===== config.mk =====
export PLATFORM = sky130hd
export DESIGN_NAME = dda_line_pixel_generator
export DESIGN_NICKNAME = d
export VERILOG_FILES = /design/src/rtl/dda_pkg.sv /design/src/rtl/dda_div.sv /design/src/rtl/dda_line_pixel_generator.sv
export SDC_FILE = /design/constraint.sdc
export NUM_CORES = 1
export LEC_CHECK = 0
export ABC_AREA = 1
export BUFFER_PORTS_ARGS = -buffer_cell sky130_fd_sc_hd__buf_2
export CAP_MARGIN = 20
export CORE_MARGIN = 2
export CORE_UTILIZATION = 56
export DETAILED_ROUTE_END_ITERATION = 6
export HOLD_SLACK_MARGIN = 0.05
export PLACE_DENSITY = 0.75
export RECOVER_POWER = 100
export SYNTH_ARGS = -nofsm -noshare
export SYNTH_HDL_FRONTEND = slang
export SYNTH_HIERARCHICAL = 1
export SYNTH_SLANG_ARGS = --single-unit

===== constraint.sdc =====
create_clock -name clk -period 3.6 [get_ports clk]
set_input_delay 0.72 -clock clk [delete_from_list [all_inputs] [get_ports clk]]
set_output_delay 0.72 -clock clk [all_outputs]
set_load 0.02 [all_outputs]

===== src/rtl/dda_pkg.sv =====
`default_nettype none
// ----------------------------------------------------------------------------
// dda_pkg - shared types and constants of the DDA line pixel generator
// Register indexes, input kinds and the divider status bundle.
// ----------------------------------------------------------------------------

package dda_pkg;

    // configuration port
    localparam int SCREEN_BITS    = 11;
    localparam int CFG_INDEX_BITS = 1;

    localparam logic [CFG_INDEX_BITS-1:0] REG_SCREEN_WIDTH  = 1'd0;
    localparam logic [CFG_INDEX_BITS-1:0] REG_SCREEN_HEIGHT = 1'd1;

    // input beat kinds (tuser)
    localparam logic KIND_START = 1'b0;
    localparam logic KIND_STEP  = 1'b1;

    // status of the shared divider
    typedef struct packed {
        logic busy;   // iterations in progress
        logic done;   // quotient valid, one-cycle pulse
    } dda_div_stat_t;

endpackage

`default_nettype wire


===== src/rtl/dda_div.sv =====
`default_nettype none
// ----------------------------------------------------------------------------
// dda_div - shared restoring divider
// Computes (num << (Q_BITS-1)) / den for num <= den, one quotient bit a cycle.
// ----------------------------------------------------------------------------

module dda_div #(
    parameter int NUM_BITS = 13,
    parameter int Q_BITS   = 17
) (
    input  wire                          clk,
    input  wire                          rst_n,
    input  wire                          start,
    input  wire [NUM_BITS-1:0]           num,
    input  wire [NUM_BITS-1:0]           den,
    output dda_pkg::dda_div_stat_t       stat,
    output logic [Q_BITS-1:0]            quo
);

    localparam int CNT_BITS = $clog2(Q_BITS + 1);

    logic [NUM_BITS:0]   rem_reg, rem_next;
    logic [NUM_BITS-1:0] den_reg, den_next;
    logic [Q_BITS-1:0]   quo_reg, quo_next;
    logic [CNT_BITS-1:0] count_reg, count_next;
    logic                done_reg, done_next;

    logic                ge;
    logic [NUM_BITS:0]   diff;
    logic [NUM_BITS:0]   kept;

    // rem < den after each subtract, so the shifted value fits NUM_BITS+1
    assign ge   = (rem_reg >= {1'b0, den_reg});
    assign diff = rem_reg - {1'b0, den_reg};
    assign kept = ge ? diff : rem_reg;

    always_comb
    begin
        rem_next   = rem_reg;
        den_next   = den_reg;
        quo_next   = quo_reg;
        count_next = count_reg;
        done_next  = 1'b0;
        if (start)
        begin
            rem_next   = {1'b0, num};
            den_next   = den;
            quo_next   = '0;
            count_next = CNT_BITS'(Q_BITS);
        end
        else if (count_reg != '0)
        begin
            rem_next   = {kept[NUM_BITS-1:0], 1'b0};
            quo_next   = {quo_reg[Q_BITS-2:0], ge};
            count_next = count_reg - 1'b1;
            done_next  = (count_reg == CNT_BITS'(1));
        end
    end

    always_ff @(posedge clk or negedge rst_n)
    begin
        if (!rst_n)
        begin
            count_reg <= '0;
            done_reg  <= 1'b0;
        end
        else
        begin
            count_reg <= count_next;
            done_reg  <= done_next;
        end
    end

    always_ff @(posedge clk)
    begin
        rem_reg <= rem_next;
        den_reg <= den_next;
        quo_reg <= quo_next;
    end

    assign stat.busy = (count_reg != '0);
    assign stat.done = done_reg;
    assign quo       = quo_reg;

endmodule

`default_nettype wire


===== src/rtl/dda_line_pixel_generator.sv =====
`default_nettype none
// ----------------------------------------------------------------------------
// dda_line_pixel_generator - DDA line walker
// Start beats load a line and compute fixed-point increments; step beats on an
// active line emit one rounded pixel each with visibility and last flags.
// ----------------------------------------------------------------------------
// Step beat: pixel valid the next cycle after acceptance; one step per
//   cycle while the output is taken.
// Start beat: input ready again only once the span state and the shared
//   bit-serial divider have finished dx, then dy.
// Reset (rst_n, async low): no line active, screen size 0, output empty.

module dda_line_pixel_generator #(
    parameter int COORD_BITS = 12,
    parameter int FRAC_BITS  = 16
) (
    input  wire                                  clk,
    input  wire                                  rst_n,
    // input stream
    input  wire                                  s_tvalid,
    output logic                                 s_tready,
    // from bit 0: start_x, start_y, end_x, end_y, line_color, zero pad
    input  wire [((4*COORD_BITS+32+7)/8)*8-1:0]  s_tdata,
    // bit 0: kind
    input  wire                                  s_tuser,
    // pixel stream
    output logic                                 m_tvalid,
    input  wire                                  m_tready,
    // from bit 0: pixel_x, pixel_y, pixel_color, zero pad
    output logic [((2*COORD_BITS+32+7)/8)*8-1:0] m_tdata,
    // bit 0: visible
    output logic                                 m_tuser,
    output logic                                 m_tlast,
    // configuration writes
    input  wire                                  cfg_valid,
    output logic                                 cfg_ready,
    input  wire [dda_pkg::CFG_INDEX_BITS-1:0]    cfg_index,
    input  wire [dda_pkg::SCREEN_BITS-1:0]       cfg_data
);

    localparam int CB       = COORD_BITS;
    localparam int FB       = FRAC_BITS;
    localparam int D_BITS   = CB + 1;          // endpoint difference / span
    localparam int POS_BITS = CB + 1 + FB;     // position accumulator
    localparam int STEP_BITS = FB + 2;         // signed increment
    localparam int Q_BITS   = FB + 1;          // increment magnitude
    localparam int SB       = dda_pkg::SCREEN_BITS;
    localparam int VIS_BITS = (CB > SB) ? CB : SB;
    localparam int M_DATA_BITS = ((2*CB+32+7)/8)*8;

    localparam logic [POS_BITS-1:0] HALF = POS_BITS'(1) << (FB - 1);

    // sequencer
    localparam logic [1:0] ST_IDLE  = 2'd0;
    localparam logic [1:0] ST_SPAN  = 2'd1;
    localparam logic [1:0] ST_DIV_X = 2'd2;
    localparam logic [1:0] ST_DIV_Y = 2'd3;

    logic [1:0]            state_reg, state_next;

    // line state
    logic [D_BITS-1:0]     dx_reg, dx_next;
    logic [D_BITS-1:0]     dy_reg, dy_next;
    logic [D_BITS-1:0]     ay_reg, ay_next;
    logic [D_BITS-1:0]     span_reg, span_next;
    logic                  span_zero_reg, span_zero_next;
    logic [POS_BITS-1:0]   pos_x_reg, pos_x_next;
    logic [POS_BITS-1:0]   pos_y_reg, pos_y_next;
    logic [STEP_BITS-1:0]  step_x_reg, step_x_next;
    logic [STEP_BITS-1:0]  step_y_reg, step_y_next;
    logic [D_BITS-1:0]     pixels_left_reg, pixels_left_next;
    logic [31:0]           color_reg, color_next;
    logic                  line_active_reg, line_active_next;

    // configuration
    logic [SB-1:0]         width_reg, width_next;
    logic [SB-1:0]         height_reg, height_next;

    // output register
    logic                  out_valid_reg, out_valid_next;
    logic [CB-1:0]         out_x_reg, out_x_next;
    logic [CB-1:0]         out_y_reg, out_y_next;
    logic [31:0]           out_color_reg, out_color_next;
    logic                  out_vis_reg, out_vis_next;
    logic                  out_last_reg, out_last_next;

    // input fields
    logic [CB-1:0]         in_start_x, in_start_y, in_end_x, in_end_y;
    logic [31:0]           in_color;
    logic                  in_accept;

    assign in_start_x = s_tdata[CB-1:0];
    assign in_start_y = s_tdata[2*CB-1:CB];
    assign in_end_x   = s_tdata[3*CB-1:2*CB];
    assign in_end_y   = s_tdata[4*CB-1:3*CB];
    assign in_color   = s_tdata[4*CB+31:4*CB];

    // accept only when idle and the output slot is free or draining now
    assign s_tready  = (state_reg == ST_IDLE) && (!out_valid_reg || m_tready);
    assign in_accept = s_tvalid && s_tready;
    assign cfg_ready = 1'b1;

    // span: longer axis of the two magnitudes
    logic [D_BITS-1:0]     ax_c, ay_c, span_c;

    assign ax_c   = dx_reg[D_BITS-1] ? (~dx_reg + 1'b1) : dx_reg;
    assign ay_c   = dy_reg[D_BITS-1] ? (~dy_reg + 1'b1) : dy_reg;
    assign span_c = (ax_c >= ay_c) ? ax_c : ay_c;

    // shared divider: x in SPAN, y on x done
    dda_pkg::dda_div_stat_t div_stat;
    logic                  div_start;
    logic [D_BITS-1:0]     div_num, div_den;
    logic [Q_BITS-1:0]     div_quo;
    logic [STEP_BITS-1:0]  quo_ext, quo_neg;

    assign div_start = (state_reg == ST_SPAN) || ((state_reg == ST_DIV_X) && div_stat.done);
    assign div_num   = (state_reg == ST_SPAN) ? ax_c : ay_reg;
    assign div_den   = (state_reg == ST_SPAN) ? span_c : span_reg;

    dda_div #(
        .NUM_BITS (D_BITS),
        .Q_BITS   (Q_BITS)
    ) u_div (
        .clk   (clk),
        .rst_n (rst_n),
        .start (div_start),
        .num   (div_num),
        .den   (div_den),
        .stat  (div_stat),
        .quo   (div_quo)
    );

    assign quo_ext = {1'b0, div_quo};
    assign quo_neg = ~quo_ext + 1'b1;

    // pixel rounding: half away from zero is (p + half - neg) >>> FB
    logic [POS_BITS-1:0]   rnd_x, rnd_y;
    logic [CB-1:0]         px_c, py_c;
    logic                  vis_c;

    assign rnd_x = pos_x_reg + (pos_x_reg[POS_BITS-1] ? (HALF - 1'b1) : HALF);
    assign rnd_y = pos_y_reg + (pos_y_reg[POS_BITS-1] ? (HALF - 1'b1) : HALF);
    assign px_c  = rnd_x[FB+CB-1:FB];
    assign py_c  = rnd_y[FB+CB-1:FB];
    assign vis_c = !px_c[CB-1] && !py_c[CB-1]
                   && (VIS_BITS'(px_c) < VIS_BITS'(width_reg))
                   && (VIS_BITS'(py_c) < VIS_BITS'(height_reg));

    always_comb
    begin
        state_next       = state_reg;
        dx_next          = dx_reg;
        dy_next          = dy_reg;
        ay_next          = ay_reg;
        span_next        = span_reg;
        span_zero_next   = span_zero_reg;
        pos_x_next       = pos_x_reg;
        pos_y_next       = pos_y_reg;
        step_x_next      = step_x_reg;
        step_y_next      = step_y_reg;
        pixels_left_next = pixels_left_reg;
        color_next       = color_reg;
        line_active_next = line_active_reg;
        width_next       = width_reg;
        height_next      = height_reg;
        out_valid_next   = out_valid_reg && !m_tready;
        out_x_next       = out_x_reg;
        out_y_next       = out_y_reg;
        out_color_next   = out_color_reg;
        out_vis_next     = out_vis_reg;
        out_last_next    = out_last_reg;

        if (cfg_valid && cfg_ready)
        begin
            case (cfg_index)
                dda_pkg::REG_SCREEN_WIDTH:  width_next  = cfg_data;
                dda_pkg::REG_SCREEN_HEIGHT: height_next = cfg_data;
                default: ;
            endcase
        end

        case (state_reg)
            ST_IDLE:
            begin
                if (in_accept && (s_tuser == dda_pkg::KIND_START))
                begin
                    dx_next    = {in_end_x[CB-1], in_end_x} - {in_start_x[CB-1], in_start_x};
                    dy_next    = {in_end_y[CB-1], in_end_y} - {in_start_y[CB-1], in_start_y};
                    pos_x_next = {in_start_x[CB-1], in_start_x, {FB{1'b0}}};
                    pos_y_next = {in_start_y[CB-1], in_start_y, {FB{1'b0}}};
                    color_next = in_color;
                    state_next = ST_SPAN;
                end
                else if (in_accept && line_active_reg)
                begin
                    // step beat: emit the current pixel, then advance
                    out_valid_next = 1'b1;
                    out_x_next     = px_c;
                    out_y_next     = py_c;
                    out_color_next = color_reg;
                    out_vis_next   = vis_c;
                    out_last_next  = (pixels_left_reg[D_BITS-1:1] == '0);
                    pos_x_next = pos_x_reg
                                 + {{(POS_BITS-STEP_BITS){step_x_reg[STEP_BITS-1]}}, step_x_reg};
                    pos_y_next = pos_y_reg
                                 + {{(POS_BITS-STEP_BITS){step_y_reg[STEP_BITS-1]}}, step_y_reg};
                    if (pixels_left_reg[D_BITS-1:1] == '0)
                    begin
                        pixels_left_next = '0;
                        line_active_next = 1'b0;
                    end
                    else
                    begin
                        pixels_left_next = pixels_left_reg - 1'b1;
                    end
                end
            end
            ST_SPAN:
            begin
                ay_next          = ay_c;
                span_next        = span_c;
                span_zero_next   = (span_c == '0);
                pixels_left_next = span_c + 1'b1;
                line_active_next = 1'b1;
                state_next       = ST_DIV_X;
            end
            ST_DIV_X:
            begin
                if (div_stat.done)
                begin
                    if (span_zero_reg)
                        step_x_next = '0;
                    else
                        step_x_next = dx_reg[D_BITS-1] ? quo_neg : quo_ext;
                    state_next = ST_DIV_Y;
                end
            end
            ST_DIV_Y:
            begin
                if (div_stat.done)
                begin
                    if (span_zero_reg)
                        step_y_next = '0;
                    else
                        step_y_next = dy_reg[D_BITS-1] ? quo_neg : quo_ext;
                    state_next = ST_IDLE;
                end
            end
            default:
            begin
                state_next = ST_IDLE;
            end
        endcase
    end

    always_ff @(posedge clk or negedge rst_n)
    begin
        if (!rst_n)
        begin
            state_reg       <= ST_IDLE;
            pos_x_reg       <= '0;
            pos_y_reg       <= '0;
            step_x_reg      <= '0;
            step_y_reg      <= '0;
            pixels_left_reg <= '0;
            color_reg       <= '0;
            line_active_reg <= 1'b0;
            width_reg       <= '0;
            height_reg      <= '0;
            out_valid_reg   <= 1'b0;
        end
        else
        begin
            state_reg       <= state_next;
            pos_x_reg       <= pos_x_next;
            pos_y_reg       <= pos_y_next;
            step_x_reg      <= step_x_next;
            step_y_reg      <= step_y_next;
            pixels_left_reg <= pixels_left_next;
            color_reg       <= color_next;
            line_active_reg <= line_active_next;
            width_reg       <= width_next;
            height_reg      <= height_next;
            out_valid_reg   <= out_valid_next;
        end
    end

    // payload, no reset
    always_ff @(posedge clk)
    begin
        dx_reg        <= dx_next;
        dy_reg        <= dy_next;
        ay_reg        <= ay_next;
        span_reg      <= span_next;
        span_zero_reg <= span_zero_next;
        out_x_reg     <= out_x_next;
        out_y_reg     <= out_y_next;
        out_color_reg <= out_color_next;
        out_vis_reg   <= out_vis_next;
        out_last_reg  <= out_last_next;
    end

    assign m_tvalid = out_valid_reg;
    assign m_tdata  = M_DATA_BITS'({out_color_reg, out_y_reg, out_x_reg});
    assign m_tuser  = out_vis_reg;
    assign m_tlast  = out_last_reg;

`ifndef NO_ASSERTIONS
    // no input beat while the divider is working on a start
    a_busy_not_ready: assert property (@(posedge clk) disable iff (!rst_n)
        div_stat.busy |-> !s_tready)
        else $error("input ready while divider busy");

    // an active line always has pixels to give
    a_active_left: assert property (@(posedge clk) disable iff (!rst_n)
        line_active_reg |-> (pixels_left_reg != '0))
        else $error("active line with no pixels left");

    // the final pixel closes the line and is flagged last
    a_last_closes: assert property (@(posedge clk) disable iff (!rst_n)
        (in_accept && (s_tuser == dda_pkg::KIND_STEP) && line_active_reg
         && (pixels_left_reg == D_BITS'(1)))
        |=> (!line_active_reg && m_tvalid && m_tlast))
        else $error("last pixel did not close the line");

    // divider results arrive only while the sequencer waits for them
    a_done_in_div: assert property (@(posedge clk) disable iff (!rst_n)
        div_stat.done |-> ((state_reg == ST_DIV_X) || (state_reg == ST_DIV_Y)))
        else $error("divider done outside a divide state");
`endif

endmodule

`default_nettype wire

==> results.toml <==
[placement]
detailed_place_hpwl_microns = 43800
dp.cells = 3272
gp_congestion = 0.929
numPortBuffers = 157

[logic_synthesis]
synth_edf_count = 124
synth-seq-cells = 326
synth.top_cells.by_count = "nand2_1, inv_1, nor2_1"
yosysTopAreaCell = "dfrtp_1"
async_flop_share_pct = 52.5
syn-num-nets = 2932
yosys-top-cells-area = "dfrtp_1, edfxtp_1, nand2_1, ha_1, inv_1"
synth_cell_types = 62
synth-warning-count = 6
yosysSeqAreaShare_pct = 41.3
syn_area_sq_um = 20900
yosysMostFrequentCell = "nand2_1"
yosys_most_used_dff = "dfrtp_1"
syn_area_per_cell_sq_um = 7.85
synthCells = 2661
synth_top_area_share_pct = 20.5

[die]
start_util_pct = 56.9
core.rowCount = 70
core-area_sq_um = 36700
die_h_microns = 197
die-area_sq_um = 38900
io_pins = 159
die_x_microns = 197

[global_route]
grt_use_total_pct = 30.9
antenna_found_initial = 1
grt_pass1_wl_microns = 95200
grt_pass1_vias = 18500
grt_max_degree = 78
grt_overflow = 0

[timing]
fmax_mhz = 275
finalSetupViolations = 5
maxSlewHeadroom_pct = -82.5
maxSlewViolCount = 47
fin_tns_setup_ns = -0.117
setup_ws_ns = -0.0387
finalClockSkew_ns = 0.0123
finalHoldViolations = 0
fin_crit_sh_pct = 101
rsz0062_at_grt = "yes"
period_needed_ns = 3.64
tightest_slew_ns = 2.74

[setup_path]
endpoint_kind = "register"
crit_slowest_cell = "edfxtp_1"
critPathLaunchType = "register"
crit_family = "simple AND/OR/NAND/NOR gates"
worstPathRequired_ns = 4.04
path_max_fanout = 7
cp_data_arrival_time_ns = 4.08
path_class = "reg -> reg"
critPathMostFrequentCell = "inv_1"
path_cells = "clkbuf_4 -> nor3_1 -> inv_1 -> o21ai_2 -> o21ai_0 -> xor2_1 -> inv_1 -> ha_1 -> inv_2 -> nor3_4 -> a211oi_4 -> buf_12 -> nand2_8 -> clkbuf_16 -> o21ai_4 -> nand2_2 -> nor2_2 -> nand3_1 -> nand2_1 -> nand3_1 -> nand2_1 -> inv_1"
crit_buf_inv = 7
slowest_delay_ns = 0.40

[routing]
drtAntennaViolNets = 0
drcViolationCount = 0
drtPass1Iterations = 5
wl_microns = 60100
viasPerCell = 5.63
drtIter0Drc = 1584
wl_per_cell_microns = 17.7
vias = 19100

[cells_and_area]
area_delta_synth_final_pct = 17.3
layoutNonFillerInstCount = 3391
drive_above_1_share_pct = 13.5
layout.nets = 3164
antenna_cells = 0

[clock_network]
htree_levels = 2
cts_sinks = 326
cts.clk_slew.worst_paths_ns = 0.06
clock_latency_ns = 0.55
cts_tree = "done"
cts_buffers = 38
clock_tree.buffer_depth = 3
cts_root_buffer = "clkbuf_16"

[pwr]
leakage_uw = 0.0123
power_uw = 8630
vdd_ir_drop_max_mv = 0.438
p_per_area_nw_per_um2 = 352

[hold_path]
min_path_type = "in -> reg"

[outcome]
violations = "max-capacitance violations, max-slew violations, negative setup slack"
outcome = "finished with violations"

[run]
maxCapViolations = 1
-- per-stage QoR --
stage | hold slack, ns | instance area, sq um | worst slack [ns] | util [%]
3_5_place_dp | 0.435 | 22400 | -0.197 | 61.1
4_1_cts | 0.110 | 23800 | -0.0166 | 64.8
2_1_floorplan | 0.418 | 20900 | 0.215 | -
5_1_grt | 0.374 | 24500 | -0.273 | 66.7
3_3_place_gp | 0.431 | 22400 | -0.0540 | 61.1
6_report | 0.374 | 24500 | -0.0387 | 66.7
-- report_power, final --
group	leakage, uW	total, uW	switching, uW	internal (uW)
logic	0.00810	706	432	274
registers	0.00361	3990	62.3	3930
clock network	0.000624	3930	1590	2350
-- final timing paths --
kind,start,endpoint,slack [ns],cells past startpoint
max in group asynchronous,rst_n,pos_y_reg[28],0.63,2
max reg2reg,dy_reg[1],pixels_left_reg[11],-0.04,22
max,dy_reg[1],pixels_left_reg[11],-0.04,22
min reg2reg,color_reg[29],out_color_reg[29],0.45,0
min,s_tdata[53],color_reg[5],0.37,3
min in group asynchronous,rst_n,pos_y_reg[2],1.04,1
-- layer usage --
metal  GRT usage [%]  vias up  part of all wire, %
li1                -     9258                    -
met1            43.8     8954                   44
met2            48.5      751                   45
met3            5.14      128                  8.0
met4            10.2        2                  2.8
met5               0        -                0.018
-- worst register-to-register path: stages, from the launching register on --
cell       delay, ns
edfxtp_1        0.40
clkbuf_4        0.15
nor3_1          0.26
inv_1           0.13
o21ai_2         0.19
o21ai_0         0.16
xor2_1          0.19
inv_1           0.10
ha_1            0.31
inv_2           0.11
nor3_4          0.06
a211oi_4        0.26
buf_12          0.17
nand2_8         0.07
clkbuf_16       0.17
o21ai_4         0.22
nand2_2         0.07
nor2_2          0.13
nand3_1         0.09
nand2_1         0.08
nand3_1         0.08
nand2_1         0.09
inv_1           0.05
-- area by class of cell --
type	count	area (sq um)
clock buffers	51	1080
flip-flops and latches	326	8630
well taps	468	586
fillers	3056	12200
inverters	371	1400
multi-input cells	1904	11100
repair buffers	252	1500
clock inverters	19	188
-- cell usage in the layout (no fill, tap or decap), types with 8 or more instances in the layout --
master and instances:
a21oi_1 179, a31oi_1 15, buf_2 96, buf_4 76, clkbuf_1 75, clkbuf_16 43
clkinv_2 8, dfrtp_1 169, dfxtp_1 31, edfxtp_1 124, ha_1 160, inv_1 356
inv_2 13, nand2_1 607, nand2_2 27, nand2_4 11, nand3_1 85, nand3_2 15
nand3b_1 8, nand4_1 30, nor2_1 241, nor2_2 15, nor2_4 13, nor3_1 36
nor4_1 9, o211ai_1 9, o21ai_0 205, o21ai_1 14, o21bai_1 8, o22ai_1 22
o31ai_1 22, xnor2_1 24, xor2_1 58
-- what timing repair did --
action | in CTS | in global routing
resized for setup | 11 | 111
pin swaps | 0 | 49
gates cloned | 0 | 3
setup buffers | 4 | 42
hold buffers | 0 | 0
setup endpoints to repair | 14 | 24
-- logic make-up (layout without fill, tap and decap cells) --
logic type / after synthesis / count (layout) / synth area share [%]
flops: 326 / 326 / 41.3
fa+ha+maj: 173 / 173 / 10.5
xor+xnor: 89 / 89 / 3.73
buf+inv: 432 / 693 / 7.93
compound gates: 517 / 517 / 13.7
simple gates: 1123 / 1124 / 22.8
other cells: 1 / 1 / 0.0180
No activity file was read; power rests on OpenSTA's default activity.
